===== src/hw/rtl/hmr_pkg.sv =====
package hmr_pkg;

   localparam int REPORT_BYTES = 64;
   localparam int MAX_MESSAGE  = 7609;
   localparam int CONT_PAYLOAD = REPORT_BYTES - 5;
   localparam int POS_W        = $clog2(REPORT_BYTES);
   localparam int LEN_W        = 13;
   localparam int CHAN_W       = 32;

   // header layout
   localparam int POS_TYPE     = 4;
   localparam int POS_LEN_HI   = 5;
   localparam int POS_LEN_LO   = 6;
   localparam int INIT_FIRST   = 7;
   localparam int CONT_FIRST   = 5;

   localparam logic [7:0] INIT_COMMAND = 8'h86;

   localparam int QUEUE_DEPTH  = 4;
   localparam int QPTR_W       = $clog2(QUEUE_DEPTH);

   typedef enum logic [2:0] {
      ST_OK       = 3'd0,
      ST_IGNORED  = 3'd1,
      ST_BUSY     = 3'd2,
      ST_BAD_SEQ  = 3'd3,
      ST_BAD_LEN  = 3'd4,
      ST_BAD_CMD  = 3'd5
   } status_type;

   typedef enum logic {
      KIND_PAYLOAD = 1'b0,
      KIND_STATUS  = 1'b1
   } kind_type;

   typedef struct packed {
      kind_type          kind;
      status_type        status;
      logic [7:0]        payload_byte;
      logic [LEN_W-1:0]  payload_offset;
      logic [CHAN_W-1:0] channel_id;
      logic [7:0]        command_code;
      logic [LEN_W-1:0]  message_length;
      logic              last_of_run;
   } rsp_item_type;

endpackage


===== src/hw/rtl/hmr_req_if.sv =====
interface hmr_req_if;
   logic       valid;
   logic       ready;
   logic [7:0] report_byte;
   logic       report_start;

   modport source (output valid, output report_byte, output report_start, input ready);
   modport sink   (input valid, input report_byte, input report_start, output ready);
endinterface


===== src/hw/rtl/hmr_rsp_if.sv =====
interface hmr_rsp_if;
   logic        valid;
   logic        ready;
   logic        kind;
   logic [2:0]  status;
   logic [7:0]  payload_byte;
   logic [12:0] payload_offset;
   logic [31:0] channel_id;
   logic [7:0]  command_code;
   logic [12:0] message_length;
   logic        last_of_run;

   modport source (output valid, output kind, output status, output payload_byte,
                   output payload_offset, output channel_id, output command_code,
                   output message_length, output last_of_run, input ready);
   modport sink   (input valid, input kind, input status, input payload_byte,
                   input payload_offset, input channel_id, input command_code,
                   input message_length, input last_of_run, output ready);
endinterface


===== src/hw/rtl/hmr_out_queue.sv =====
module hmr_out_queue (
   input  logic                 clock,
   input  logic                 reset,
   input  logic [1:0]           push_count,
   input  hmr_pkg::rsp_item_type push_first,
   input  hmr_pkg::rsp_item_type push_second,
   output logic                 space_ok,
   hmr_rsp_if.source            rsp_chan
);
   import hmr_pkg::*;

   rsp_item_type        entries_ff [QUEUE_DEPTH];
   logic [QPTR_W-1:0]   wr_ptr_ff, wr_ptr_in;
   logic [QPTR_W-1:0]   rd_ptr_ff, rd_ptr_in;
   logic [QPTR_W:0]     count_ff,  count_in;
   logic                pop;
   rsp_item_type        head;

   assign pop      = rsp_chan.valid & rsp_chan.ready;
   assign space_ok = count_ff <= (QPTR_W+1)'(QUEUE_DEPTH - 2);

   always_comb begin
      wr_ptr_in = wr_ptr_ff + QPTR_W'(push_count);
      rd_ptr_in = rd_ptr_ff + QPTR_W'(pop);
      count_in  = count_ff + (QPTR_W+1)'(push_count) - (QPTR_W+1)'(pop);
   end

   always_ff @(posedge clock) begin
      if (reset) begin
         wr_ptr_ff <= '0;
         rd_ptr_ff <= '0;
         count_ff  <= '0;
      end else begin
         wr_ptr_ff <= wr_ptr_in;
         rd_ptr_ff <= rd_ptr_in;
         count_ff  <= count_in;
      end
   end

   always_ff @(posedge clock) begin
      if (push_count != 2'd0) begin
         entries_ff[wr_ptr_ff] <= push_first;
      end
      if (push_count == 2'd2) begin
         entries_ff[wr_ptr_ff + QPTR_W'(1)] <= push_second;
      end
   end

   assign head = entries_ff[rd_ptr_ff];

   assign rsp_chan.valid          = count_ff != '0;
   assign rsp_chan.kind           = head.kind;
   assign rsp_chan.status         = head.status;
   assign rsp_chan.payload_byte   = head.payload_byte;
   assign rsp_chan.payload_offset = head.payload_offset;
   assign rsp_chan.channel_id     = head.channel_id;
   assign rsp_chan.command_code   = head.command_code;
   assign rsp_chan.message_length = head.message_length;
   assign rsp_chan.last_of_run    = head.last_of_run;

endmodule


===== src/hw/rtl/hid_message_reassembler_unit.sv =====
// Latency: a result beat is offered on rsp at the earliest the cycle after its byte is taken.
// Throughput: one report byte per cycle; a four-entry result queue absorbs the
//   extra status beat at the end of each report, and req stalls only while the
//   queue holds more than two beats.
// Reset: synchronous; clears the session, header, position and the result queue.
module hid_message_reassembler_unit (
   input  logic     clock,
   input  logic     reset,
   hmr_req_if.sink  req_chan,
   hmr_rsp_if.source rsp_chan
);
   import hmr_pkg::*;

   logic               open_ff,      open_in;
   logic [CHAN_W-1:0]  open_chan_ff, open_chan_in;
   logic [7:0]         open_cmd_ff,  open_cmd_in;
   logic [LEN_W-1:0]   open_len_ff,  open_len_in;
   logic [7:0]         exp_seq_ff,   exp_seq_in;
   logic [LEN_W-1:0]   bytes_ff,     bytes_in;
   logic [POS_W-1:0]   pos_ff,       pos_in;
   logic [CHAN_W-1:0]  hdr_chan_ff,  hdr_chan_in;
   logic [7:0]         hdr_type_ff,  hdr_type_in;
   logic [7:0]         len_hi_ff,    len_hi_in;
   status_type         verdict_ff,   verdict_in;

   logic               space_ok;
   logic               accept;
   logic [7:0]         b;
   logic [POS_W-1:0]   pos;
   logic [15:0]        decl_len;
   logic               other_chan;
   logic [POS_W-1:0]   first;
   logic               emit_pay;
   logic               emit_status;
   logic [LEN_W-1:0]   pay_offset;
   logic [1:0]         push_count;
   rsp_item_type       pay_item, stat_item, push_first, push_second;

   assign req_chan.ready = space_ok;
   assign accept = req_chan.valid & space_ok;
   assign b      = req_chan.report_byte;

   always_comb begin
      open_in     = open_ff;
      open_chan_in = open_chan_ff;
      open_cmd_in = open_cmd_ff;
      open_len_in = open_len_ff;
      exp_seq_in  = exp_seq_ff;
      bytes_in    = bytes_ff;
      hdr_chan_in = hdr_chan_ff;
      hdr_type_in = hdr_type_ff;
      len_hi_in   = len_hi_ff;
      verdict_in  = verdict_ff;

      pos        = req_chan.report_start ? '0 : pos_ff;
      decl_len   = {len_hi_ff, b};
      other_chan = hdr_chan_ff != open_chan_ff;

      if (pos < POS_W'(POS_TYPE)) begin
         hdr_chan_in = {hdr_chan_ff[CHAN_W-9:0], b};
      end else if (pos == POS_W'(POS_TYPE)) begin
         hdr_type_in = b;
         if (!b[7]) begin
            if (!open_ff) begin
               verdict_in = ST_IGNORED;
            end else if (other_chan) begin
               verdict_in = ST_BUSY;
            end else if (b != exp_seq_ff) begin
               verdict_in = ST_BAD_SEQ;
            end else if ((bytes_ff >= open_len_ff) ||
                         (({1'b0, bytes_ff} + (LEN_W+1)'(CONT_PAYLOAD)) >
                          (LEN_W+1)'(MAX_MESSAGE))) begin
               verdict_in = ST_BAD_LEN;
            end else begin
               verdict_in = ST_OK;
               exp_seq_in = exp_seq_ff + 8'd1;
            end
         end
      end else if (pos == POS_W'(POS_LEN_HI) && hdr_type_ff[7]) begin
         len_hi_in = b;
      end else if (pos == POS_W'(POS_LEN_LO) && hdr_type_ff[7]) begin
         if (open_ff && other_chan && open_cmd_ff == INIT_COMMAND) begin
            verdict_in = ST_BUSY;
         end else if (open_ff && other_chan && hdr_type_ff != INIT_COMMAND &&
                      open_cmd_ff != INIT_COMMAND) begin
            verdict_in = ST_BUSY;
         end else if (open_ff && !other_chan && hdr_type_ff != INIT_COMMAND) begin
            verdict_in = ST_BAD_SEQ;
         end else if (decl_len > 16'(MAX_MESSAGE)) begin
            verdict_in = ST_BAD_LEN;
         end else begin
            verdict_in   = ST_OK;
            open_in      = 1'b1;
            open_chan_in = hdr_chan_ff;
            open_cmd_in  = hdr_type_ff;
            open_len_in  = decl_len[LEN_W-1:0];
            exp_seq_in   = '0;
            bytes_in     = '0;
         end
      end

      first      = hdr_type_in[7] ? POS_W'(INIT_FIRST) : POS_W'(CONT_FIRST);
      emit_pay   = (pos >= first) && (verdict_in == ST_OK) && (bytes_in < open_len_in);
      pay_offset = bytes_in;
      if (emit_pay) begin
         bytes_in = bytes_in + LEN_W'(1);
      end

      emit_status = pos == POS_W'(REPORT_BYTES - 1);
      pos_in      = emit_status ? '0 : pos + POS_W'(1);

      pay_item.kind           = KIND_PAYLOAD;
      pay_item.status         = ST_OK;
      pay_item.payload_byte   = b;
      pay_item.payload_offset = pay_offset;
      pay_item.channel_id     = open_chan_in;
      pay_item.command_code   = open_cmd_in;
      pay_item.message_length = open_len_in;
      pay_item.last_of_run    = !emit_status;

      stat_item.kind           = KIND_STATUS;
      stat_item.status         = verdict_in;
      stat_item.payload_byte   = '0;
      stat_item.payload_offset = '0;
      stat_item.channel_id     = open_chan_in;
      stat_item.command_code   = open_cmd_in;
      stat_item.message_length = open_len_in;
      stat_item.last_of_run    = 1'b1;

      push_first  = emit_pay ? pay_item : stat_item;
      push_second = stat_item;
      push_count  = accept ? (2'(emit_pay) + 2'(emit_status)) : 2'd0;
   end

   always_ff @(posedge clock) begin
      if (reset) begin
         open_ff      <= 1'b0;
         open_chan_ff <= '0;
         open_cmd_ff  <= '0;
         open_len_ff  <= '0;
         exp_seq_ff   <= '0;
         bytes_ff     <= '0;
         pos_ff       <= '0;
         hdr_chan_ff  <= '0;
         hdr_type_ff  <= '0;
         len_hi_ff    <= '0;
         verdict_ff   <= ST_OK;
      end else if (accept) begin
         open_ff      <= open_in;
         open_chan_ff <= open_chan_in;
         open_cmd_ff  <= open_cmd_in;
         open_len_ff  <= open_len_in;
         exp_seq_ff   <= exp_seq_in;
         bytes_ff     <= bytes_in;
         pos_ff       <= pos_in;
         hdr_chan_ff  <= hdr_chan_in;
         hdr_type_ff  <= hdr_type_in;
         len_hi_ff    <= len_hi_in;
         verdict_ff   <= verdict_in;
      end
   end

   hmr_out_queue u_out_queue (
      .clock       (clock),
      .reset       (reset),
      .push_count  (push_count),
      .push_first  (push_first),
      .push_second (push_second),
      .space_ok    (space_ok),
      .rsp_chan    (rsp_chan)
   );

endmodule

===== src/flat_wrapper.sv =====
// flat-port wrapper written by rule: the top's interface ports become plain ports
module hid_message_reassembler_unit_flat import hmr_pkg::*;
  (clock, reset, req_chan_valid, req_chan_report_byte, req_chan_report_start, req_chan_ready, rsp_chan_valid, rsp_chan_kind, rsp_chan_status, rsp_chan_payload_byte, rsp_chan_payload_offset, rsp_chan_channel_id, rsp_chan_command_code, rsp_chan_message_length, rsp_chan_last_of_run, rsp_chan_ready);
  hmr_req_if req_chan_i ();
  hmr_rsp_if rsp_chan_i ();
  input  logic clock;
  input  logic reset;
  input wire logic [$bits(req_chan_i.valid)-1:0] req_chan_valid;
  input wire logic [$bits(req_chan_i.report_byte)-1:0] req_chan_report_byte;
  input wire logic [$bits(req_chan_i.report_start)-1:0] req_chan_report_start;
  output wire logic [$bits(req_chan_i.ready)-1:0] req_chan_ready;
  output wire logic [$bits(rsp_chan_i.valid)-1:0] rsp_chan_valid;
  output wire logic [$bits(rsp_chan_i.kind)-1:0] rsp_chan_kind;
  output wire logic [$bits(rsp_chan_i.status)-1:0] rsp_chan_status;
  output wire logic [$bits(rsp_chan_i.payload_byte)-1:0] rsp_chan_payload_byte;
  output wire logic [$bits(rsp_chan_i.payload_offset)-1:0] rsp_chan_payload_offset;
  output wire logic [$bits(rsp_chan_i.channel_id)-1:0] rsp_chan_channel_id;
  output wire logic [$bits(rsp_chan_i.command_code)-1:0] rsp_chan_command_code;
  output wire logic [$bits(rsp_chan_i.message_length)-1:0] rsp_chan_message_length;
  output wire logic [$bits(rsp_chan_i.last_of_run)-1:0] rsp_chan_last_of_run;
  input wire logic [$bits(rsp_chan_i.ready)-1:0] rsp_chan_ready;
  assign req_chan_i.valid = req_chan_valid;
  assign req_chan_i.report_byte = req_chan_report_byte;
  assign req_chan_i.report_start = req_chan_report_start;
  assign req_chan_ready = req_chan_i.ready;
  assign rsp_chan_valid = rsp_chan_i.valid;
  assign rsp_chan_kind = rsp_chan_i.kind;
  assign rsp_chan_status = rsp_chan_i.status;
  assign rsp_chan_payload_byte = rsp_chan_i.payload_byte;
  assign rsp_chan_payload_offset = rsp_chan_i.payload_offset;
  assign rsp_chan_channel_id = rsp_chan_i.channel_id;
  assign rsp_chan_command_code = rsp_chan_i.command_code;
  assign rsp_chan_message_length = rsp_chan_i.message_length;
  assign rsp_chan_last_of_run = rsp_chan_i.last_of_run;
  assign rsp_chan_i.ready = rsp_chan_ready;
  hid_message_reassembler_unit u_core (.clock(clock), .reset(reset), .req_chan(req_chan_i), .rsp_chan(rsp_chan_i));
endmodule

===== config.mk =====
export PLATFORM = sky130hd
export DESIGN_NAME = hid_message_reassembler_unit_flat
export DESIGN_NICKNAME = d
export VERILOG_FILES = /design/src/hw/rtl/hmr_pkg.sv /design/src/hw/rtl/hmr_req_if.sv /design/src/hw/rtl/hmr_rsp_if.sv /design/src/hw/rtl/hmr_out_queue.sv /design/src/hw/rtl/hid_message_reassembler_unit.sv /design/src/flat_wrapper.sv
export SDC_FILE = /design/constraint.sdc
export NUM_CORES = 1
export LEC_CHECK = 0
export ABC_CLOCK_PERIOD_IN_PS = 8400
export BUFFER_PORTS_ARGS = -buffer_cell sky130_fd_sc_hd__buf_2
export CAP_MARGIN = 20
export CORE_MARGIN = 2
export CORE_UTILIZATION = 56
export CTS_CLUSTER_SIZE = 30
export DETAILED_ROUTE_END_ITERATION = 16
export GPL_TIMING_DRIVEN = 0
export PLACE_DENSITY_LB_ADDON = 0.12
export SLEW_MARGIN = 0
export SYNTH_ARGS = -nofsm -noshare
export SYNTH_HDL_FRONTEND = slang
export SYNTH_SLANG_ARGS = --single-unit

===== constraint.sdc =====
create_clock -name clock -period 8.4 [get_ports clock]
set_input_delay 0.84 -clock clock [delete_from_list [all_inputs] [get_ports clock]]
set_output_delay 0.84 -clock clock [all_outputs]
set_load 0.03 [all_outputs]

==> results of run 1 <==
## logic make-up after synthesis
group	count (synthesis)	share of synthesized area, %
AOI/OAI and AO/OA	291	9.51
xor gates and xnor gates	51	2.22
adders and majority gates	40	2.52
buffers and inverters	162	3.13
DFF	455	56.3
muxes	142	12.0
and+or+nand+nor	657	14.3
## flip-flops by register name, summed over array words and instances, names as in the netlist, 6 cells and up
| signal | cells |
|---|---|
| u_core.bytes_ff | 13 |
| u_core.exp_seq_ff | 8 |
| u_core.len_hi_ff | 8 |
| u_core.open_len_ff | 13 |
| u_core.open_chan_ff | 32 |
| u_core.hdr_chan_ff | 32 |
| u_core.pos_ff | 6 |
| u_core.u_out_queue.entries_ff | 316 |
| u_core.open_cmd_ff | 8 |
| u_core.hdr_type_ff | 8 |
## synthesized netlist by cell type, types with 6 or more instances
library cell,n
nor2_1,301
dfxtp_1,231
edfxtp_1,224
nand2_1,223
a21oi_1,131
clkbuf_1,101
a22o_1,80
mux4_2,79
mux2i_1,60
xor2_1,45
ha_1,39
inv_1,33
o21ai_0,26
buf_1,20
nand3_1,18
and2_1,14
nor4_1,14
nand4_1,12
nor3_1,10
a31oi_1,9
nor2b_1,9
and3_1,8
nand2b_1,8
or3_1,8
a211oi_1,7
buf_2,6
xnor2_1,6
## layer usage
metal / global-route usage [%] / wire (um) / vias up
met5: 0 / 0 / -
met4: 9.50 / 1630 / 0
met3: 5.84 / 4860 / 94
met2: 44.6 / 24600 / 624
met1: 43.5 / 24400 / 7341
li1: - / - / 6752
## final timing paths
kind	startpoint	end	slack (ns)	cells after the start
worst max-delay path	u_core.hdr_chan_ff[27]$_SDFFE_PP0P_	u_core.u_out_queue.entries_ff[1][8]$_DFFE_PP_	0.27	24
worst min register to register	u_core.open_len_ff[3]$_SDFFE_PP0P_	u_core.open_len_ff[3]$_SDFFE_PP0P_	0.45	2
worst max register to register	u_core.hdr_chan_ff[27]$_SDFFE_PP0P_	u_core.u_out_queue.entries_ff[1][8]$_DFFE_PP_	0.27	24
worst min-delay path	u_core.open_len_ff[3]$_SDFFE_PP0P_	u_core.open_len_ff[3]$_SDFFE_PP0P_	0.45	2
## what timing repair did
action / 4_1_cts / 5_1_grt
setup buffers: 1 / 0
endpoints found under the setup margin: 339 / 288
pin swaps: 1 / 0
gates resized for setup: 20 / 14
endpoints found under the hold margin: 0 / 0
## power by group through the flow
stage               clock (mW)  combinational, mW  sequential (mW)
global placement             0              0.567             2.40
global route              2.19              0.613             2.36
CTS                       2.10              0.572             2.36
floorplan                    0              0.411             2.39
finish                    2.08              0.572             2.36
detailed placement           0              0.570             2.40
## worst register-to-register path, delay by kind of cell (launching register included)
family                   cells  cell delay [ns]
AO/OA/AOI/OAI                5             2.00
AND/OR/NAND/NOR             10             2.71
XOR/XNOR                     1             0.11
adder cells (fa/ha/maj)      2             0.68
flip-flops                   1             0.45
buffers and inverters        6             1.89
## per-stage QoR
| step | instance area [um^2] | setup WS, ns |
|---|---|---|
| after detailed placement | 21300 | -1.68 |
| after floorplan | 20200 | 0.496 |
| after global routing | 22900 | 0.00751 |
| after global placement | 21200 | -2.98 |
| after CTS | 22900 | 0.0162 |
| final | 22900 | 0.270 |
## area by class of cell
cell class	instances	area (um^2)
Tap cell	461	577
Timing Repair Buffer	99	553
Buffer	124	504
Fill cell	2794	12600
Clock buffer	68	1370
Sequential cell	455	11400
Clock inverter	16	164
Inverter	33	154
Multi-Input combinational cell	1181	8200
==> summary.txt, run 1 <==
Outcome
  • Outcome: complete, no violations

Pwr
  • Clock power frac: around 42%
  • Internal power: between 3 and 4 mW
  • Pleak: about 8.4 nW
  • Tot Pwr: 5.01 mW
  • Power per cell area: about 220 nW/um^2
  • Psw: roughly 1.3 mW
  • Sequential share of power: about 47%
  • Sw Ratio: 25.2%
  • Combinational fraction of design power: about 11%
  • Maximum vdd drop: roughly 180 uV

Routing
  • Post-route ant nets: 0
  • DR vias: approximately 15000
  • Drc violations: 0
  • DRT Wirelength: 55.4 mm
  • WL/cell: around 23 um
  • Vias per cell: roughly 6.1
  • Initial DRC Count: 1392
  • Drt pass-1 iters: 7

Critical path
  • Worst Path Required: ~8.7 ns
  • Crit path buf inv count: 6
  • Critical path, cell by cell: xor2_1 > nor4_1 > nand4_1 > or3_1 > a21oi_1 > buf_4 > clkbuf_4 > nor2_1 > a21oi_1 > ha_1 > nand3_1 > a2111oi_1 > o2111a_1 > nor3_4 > nand2_4 > buf_6 > inv_1 > ha_1 > nand2b_1 > a21oi_1 > nand2b_1 > clkbuf_2 > clkbuf_1 > nor2_1
  • Family with the most delay on the worst path: simple AND/OR/NAND/NOR gates
  • Crit Path Max Fanout: 10
  • Setup CP Type: flip-flop to flip-flop
  • Slowest-stage cell, CP: a2111oi_1
  • Critical path arrival: ~8.4 ns
  • Max incr delay on CP: about 0.65 ns
  • Critical path launch point type: flip-flop
  • CP endpoint kind: flip-flop
  • Cell mode on critical path: a21oi_1

Layout
  • Finished Core Util: between 60 and 70%
  • Commonest non-fill, non-tap cells in the layout: 300 x nor2_1, 231 x dfxtp_1, 224 x edfxtp_1
  • Fraction of layout cells with a size suffix above 1: between 10% and 20%
  • Commonest non-fill, non-tap cell in the layout: nor2_1
  • Cell Count, Final, Fillers Out: roughly 2400
  • Area grow syn2layout: 13.5%
  • Diodes inserted: 0
  • Nets: about 2000

CTS
  • CTS tree: done
  • # H-tree levels: 2
  • Clk sinks: approximately 460
  • Num CTS Buffers: 46
  • CTS root buf: clkbuf_16
  • Post-cts hold buffer count: 0
  • Clock transition at path regs: roughly 0.060 ns
  • Clock buffer depth: 3
  • Clock latency on the worst-skew pair: about 0.57 ns

Synthesis
  • Synthesis Warnings: 0
  • Post-synth cell types: 66
  • Mapped Area: roughly 20000 um^2
  • Register area share after synthesis: approximately 56%
  • Number of synthesized register bits: 455
  • Top-area cell type share of the netlist area: 33.4%
  • Asr flop ratio synth: 0%
  • Mapped Cells: between 1500 and 2000
  • Yosys top cell by area: edfxtp_1
  • Ys flop type: dfxtp_1
  • Area contributors post-synth: edfxtp_1 33%, dfxtp_1 23%, mux4_2 8.8%
  • Post-synth EDFFs: about 220
  • Net Count, Synth: approximately 1900
  • Syn Area/Cell: between 10 and 15 um^2

STA
  • Hold slack: roughly 0.45 ns
  • Max-slew headroom: 26.3%
  • Final period util: 96.8%
  • Final Hold Fails: 0
  • Minimum clock period: between 8 and 9 ns
  • RSZ-0062 raised after global routing: no
  • # setup viols final: 0
  • Final max-slew violation count: 0
  • Max Clk Rate: between 100 and 150 MHz
  • Worst-Margin Slew: ~1.1 ns
  • Worst Clk Skew: between 0.02 and 0.025 ns
  • Setup Total Neg Slack: 0 ns

GRT
  • Largest net degree at the start of global routing: between 50 and 60
  • Grt ovf: 0
  • Global-route wire length before repair: about 85 mm
  • Antenna violations before repair: 0
  • GRT Util Overall: between 20% and 30%
  • Number of global-route vias before repair: approximately 14000

Floorplan
  • Starting Density: a little under three fifths
  • Num rows: 69
  • IO Pins: 94
  • Die area: approximately 38000 um^2
  • Die height: 194 um
  • Core Box Area: around 35000 um^2
  • Die width: just under 200 um

Hold path
  • Min-delay worst type: flip-flop to flip-flop

Placed design
  • GP Congestion: 0.930
  • I/O Buffers: 91
  • Inst Count DP: 2356
  • Post-DP HPWL: 39.2 mm

Job
  • Max Cap Viol: 0
Power figures use the tool's default switching activity.
==> inputs of run 2 (changes only) <==
--- a/config.mk
+++ b/config.mk
@@ -6,4 +6,5 @@
 export NUM_CORES = 1
 export LEC_CHECK = 0
+export ABC_AREA = 0
 export ABC_CLOCK_PERIOD_IN_PS = 8400
 export BUFFER_PORTS_ARGS = -buffer_cell sky130_fd_sc_hd__buf_2
@@ -18,3 +19,4 @@
 export SYNTH_ARGS = -nofsm -noshare
 export SYNTH_HDL_FRONTEND = slang
+export SYNTH_HIERARCHICAL = 1
 export SYNTH_SLANG_ARGS = --single-unit
==> constraint.sdc (replaced) <==
create_clock -name clock -period 8.4 [get_ports clock]
set_input_delay 0.42 -clock clock [delete_from_list [all_inputs] [get_ports clock]]
set_output_delay 0.42 -clock clock [all_outputs]
set_load 0.03 [all_outputs]
==> run 2 against run 1 <==
Design area increased by 17%. Wire length increased by 11%. First-iteration DRC count increased by 7.8%. Core utilization increased by 0.77 points. Global-route usage decreased by 0.95 points. Synthesized area increased by 16%. Combinational power increased by 28%. Flip-flop and latch count unchanged. Synthesized cell count increased by 5.9%.
==> summary.txt, run 2 <==
CTS
  • Clock latency on the worst-skew pair: 0.60 ns (was 0.57 ns)
  • CTS root buf: clkbuf_16 (unchanged)
  • CTS tree: done (unchanged)
  • Num CTS Buffers: 49 (was 46)
  • Clock buffer depth: 3 (unchanged)
  • Clock transition at path regs: 0.06 ns (about the same)
  • Post-cts hold buffer count: 0 (unchanged)
  • # H-tree levels: 2 (unchanged)
  • Clk sinks: 455 (unchanged)

Routing
  • DRT Wirelength: 61.3 mm (was 55.4 mm)
  • Initial DRC Count: 1501 (was 1392)
  • Drc violations: 0 (unchanged)
  • Post-route ant nets: 0 (unchanged)
  • Vias per cell: 5.88 (was 6.08)
  • DR vias: 16041 (was 14811)
  • WL/cell: 22.5 um (was 22.7 um)
  • Drt pass-1 iters: 6 (was 7)

Pwr
  • Sw Ratio: 26.4% (was 25.2%)
  • Maximum vdd drop: 160 uV (was 181 uV)
  • Combinational fraction of design power: 13.8% (was 11.4%)
  • Sequential share of power: 45.6% (was 47.1%)
  • Pleak: 9.89 nW (was 8.40 nW)
  • Tot Pwr: 5.31 mW (was 5.01 mW)
  • Internal power: 3.91 mW (was 3.75 mW)
  • Clock power frac: 40.6% (was 41.5%)
  • Psw: 1.40 mW (was 1.26 mW)
  • Power per cell area: 199 nW/um^2 (was 219 nW/um^2)

STA
  • RSZ-0062 raised after global routing: no (unchanged)
  • Max Clk Rate: 126 MHz (was 123 MHz)
  • Final period util: 94.3% (was 96.8%)
  • Final Hold Fails: 0 (unchanged)
  • Final max-slew violation count: 0 (unchanged)
  • Final setup margin: 0.477 ns (was 0.270 ns)
  • Worst Clk Skew: 0.0166 ns (was 0.0223 ns)
  • Max-slew headroom: 20.8% (was 26.3%)
  • # setup viols final: 0 (unchanged)
  • Worst-Margin Slew: 1.19 ns (was 1.11 ns)
  • Minimum clock period: 7.92 ns (was 8.13 ns)
  • Hold slack: 0.173 ns (was 0.452 ns)

GRT
  • Number of global-route vias before repair: 16144 (was 14433)
  • Antenna violations before repair: 1 (was 0)
  • GRT Util Overall: 28.7% (was 29.6%)
  • Global-route wire length before repair: 94.6 mm (was 85.4 mm)
  • Grt ovf: 0 (unchanged)
  • Largest net degree at the start of global routing: 27 (was 58)

Layout
  • Commonest non-fill, non-tap cell in the layout: edfxtp_1 (was nor2_1)
  • Diodes inserted: 0 (unchanged)
  • Area grow syn2layout: 14.6% (was 13.5%)
  • Fraction of layout cells with a size suffix above 1: 29.2% (was 14.9%)
  • Nets: 2204 (was 1993)
  • Cell Count, Final, Fillers Out: 2726 (was 2437)
  • Commonest non-fill, non-tap cells in the layout: 316 x edfxtp_1, 315 x nand2_1, 312 x mux2_2 (was 300 x nor2_1, 231 x dfxtp_1, 224 x edfxtp_1)
  • Biggest register: u_core/u_out_queue/entries_ff (was u_core.u_out_queue.entries_ff)
  • Max reg flops: 316 (unchanged)
  • Largest regs: u_core/u_out_queue/entries_ff x316, u_core/hdr_chan_ff x32, u_core/open_chan_ff x32 (was u_core.u_out_queue.entries_ff x316, u_core.hdr_chan_ff x32, u_core.open_chan_ff x32)

Critical path
  • Critical path launch point type: flip-flop (unchanged)
  • Critical path arrival: 8.26 ns (was 8.41 ns)
  • Worst Path Required: 8.74 ns (was 8.68 ns)
  • FF-to-FF End: u_core/u_out_queue/entries_ff[0][74]$_DFFE_PP_ (was u_core.u_out_queue.entries_ff[1][8]$_DFFE_PP_)
  • Worst r2r path cells: 25 (was 24)
  • CP endpoint kind: flip-flop (unchanged)
  • Reg2reg start: u_core/hdr_chan_ff[10]$_SDFFE_PP0P_ (was u_core.hdr_chan_ff[27]$_SDFFE_PP0P_)
  • Crit Path Max Fanout: 11 (was 10)
  • Setup CP Type: flip-flop to flip-flop (unchanged)
  • Flop2flop setup slack: 0.48 ns (was 0.27 ns)

Synthesis
  • Mapped Cells: 1904 (was 1798)
  • Post-synth EDFFs: 316 (was 224)
  • Register area share after synthesis: 52.6% (was 56.3%)
  • Yosys top cell by area: edfxtp_1 (unchanged)
  • Number of synthesized register bits: 455 (unchanged)
  • Asr flop ratio synth: 0% (unchanged)
  • Post-synth cell types: 70 (was 66)
  • Count leader, synth: edfxtp_1 (was nor2_1)
  • Post-synth top cells: 316 x edfxtp_1, 315 x nand2_1, 312 x mux2_2, 139 x dfxtp_1, 112 x a21oi_1 (was 301 x nor2_1, 231 x dfxtp_1, 224 x edfxtp_1, 223 x nand2_1, 131 x a21oi_1)
  • Ys flop type: edfxtp_1 (was dfxtp_1)
  • Top-area cell type share of the netlist area: 40.6% (was 33.4%)
  • Mapped Area: 23400 um^2 (was 20200 um^2)
  • Synthesis Warnings: 6 (was 0)
  • Area contributors post-synth: edfxtp_1 41%, mux2_2 15%, dfxtp_1 12% (was edfxtp_1 33%, dfxtp_1 23%, mux4_2 8.8%)
  • Syn Area/Cell: 12.3 um^2 (was 11.2 um^2)

Placed design
  • I/O Buffers: 86 (was 91)
  • Inst Count DP: 2626 (was 2356)
  • GP Congestion: 0.920 (was 0.930)
  • Post-DP HPWL: 42.7 mm (was 39.2 mm)
  • Place WS: -0.758 ns (was -1.68 ns)

Floorplan
  • IO Pins: 94 (unchanged)
  • Die height: 208 um (was 194 um)
  • Num rows: 74 (was 69)
  • Die area: 43300 um^2 (was 37500 um^2)
  • Die width: 208 um (was 194 um)
  • Starting Density: 56.9% (was 56.8%)
  • Core Box Area: 41000 um^2 (was 35500 um^2)

Hold path
  • Min-Delay Path Depth: 2 (unchanged)
  • Min-delay worst type: input pin to flip-flop (was flip-flop to flip-flop)
  • Worst Min Path Start: reset (was u_core.open_len_ff[3]$_SDFFE_PP0P_)
  • Hold EP: u_core/u_out_queue/wr_ptr_ff[1]$_SDFF_PP0_ (was u_core.open_len_ff[3]$_SDFFE_PP0P_)

Job
  • Max Cap Viol: 0 (unchanged)

Outcome
  • Outcome: complete, no violations (unchanged)
==> run 2: cell count changes after synthesis, sizes merged, moves of 8 or more <==
cell,before,now
o21ai,28,16
a22o,80,0
buf,28,59
mux2,3,322
clkbuf,101,72
mux2i,60,20
dfxtp,231,139
nor2,301,83
inv,33,41
a21oi,131,112
and3,8,25
nand2,224,315
edfxtp,224,316
nor3,15,24
==> run 2: power by group through the flow <==
stage	Clock, mW	Sequential (mW)	Combinational [mW]
6_report	2.16	2.42	0.733
3_3_place_gp	0	2.47	0.726
2_1_floorplan	0	2.46	0.529
3_5_place_dp	0	2.47	0.733
4_1_cts	2.19	2.42	0.735
5_1_grt	2.28	2.42	0.780
==> run 2: worst max-delay path by stage <==
stage / slack [ns] / cells after the start / to / from
after floorplan: 0.38 / 25 / u_core/u_out_queue/entries_ff[2][0]$_DFFE_PP_ / req_chan_report_start
after global placement: -3.59 / 26 / u_core/u_out_queue/entries_ff[2][39]$_DFFE_PP_ / req_chan_report_start
after detailed placement: -0.76 / 29 / u_core/u_out_queue/entries_ff[1][70]$_DFFE_PP_ / req_chan_report_start
after CTS: 0.06 / 25 / u_core/u_out_queue/entries_ff[0][74]$_DFFE_PP_ / u_core/hdr_chan_ff[10]$_SDFFE_PP0P_
after global routing: 0.20 / 26 / u_core/u_out_queue/entries_ff[2][70]$_DFFE_PP_ / u_core/hdr_chan_ff[22]$_SDFFE_PP0P_
final: 0.48 / 25 / u_core/u_out_queue/entries_ff[0][74]$_DFFE_PP_ / u_core/hdr_chan_ff[10]$_SDFFE_PP0P_
==> run 2: metal layers <==
metal  track usage (%)  wire length [um]  up-vias
met2              45.6             28700      540
met1              40.5             26900     7897
li1                  -                 -     7480
met3              3.61              3680      124
met4              11.1              2070        0
met5                 0                 0        -
==> run 2: kinds of logic (layout without fill, tap and decap cells) <==
family                   Yosys count  in the layout  synth area share, %
AO/OA/AOI/OAI                    190            190                 4.87
adder cells (fa/ha/maj)           38             38                 2.07
XOR/XNOR                          48             48                 1.92
AND/OR/NAND/NOR                  578            578                 11.4
other                              2             92               0.0322
buffers and inverters            172            372                 3.15
multiplexers                     421            421                 24.0
flip-flops                       455            455                 52.6
==> run 2: per-stage QoR <==
step | util (%) | TNS, ns | area [um^2]
after floorplan | - | 0 | 23700
after global placement | 60.5 | -1111.99 | 24800
after detailed placement | 61.2 | -166.43 | 25100
after global routing | 65.2 | 0 | 26800
after CTS | 65.2 | 0 | 26700
final | 65.2 | 0 | 26800
==> run 2: area by class of cell <==
cell class	instances	area (um^2)
fill	3286	14300
sequential	455	12300
multi-input combinational	1367	10700
clock buffer	64	1340
timing repair buffer	108	743
tap	532	666
buffer	131	587
clock inverter	28	260
inverter	41	154
==> run 2: timing repair <==
item,in CTS,in global routing
pin swaps,2,1
endpoints found under the setup margin,249,444
buffers inserted,6,2
gates resized for setup,1,6
hold endpoints to repair,0,0
==> run 2: worst max-delay path, cell delays in order (launching register included) <==
cell      delay [ns]
dfxtp_1         0.37
xor2_1          0.18
nor4_1          0.53
nand4_1         0.25
o21ai_1         0.33
and3_1          0.31
clkbuf_1        0.38
clkbuf_2        0.40
nor2_1          0.07
a21oi_1         0.35
ha_1            0.33
a21oi_1         0.14
nor2b_1         0.05
o21ai_0         0.16
a21oi_1         0.09
o31ai_1         0.52
nand4b_1        0.24
nor3_4          0.28
clkbuf_2        0.36
ha_1            0.29
and3_1          0.18
buf_2           0.18
nand4b_2        0.63
buf_2           0.45
buf_2           0.27
mux2_2          0.31
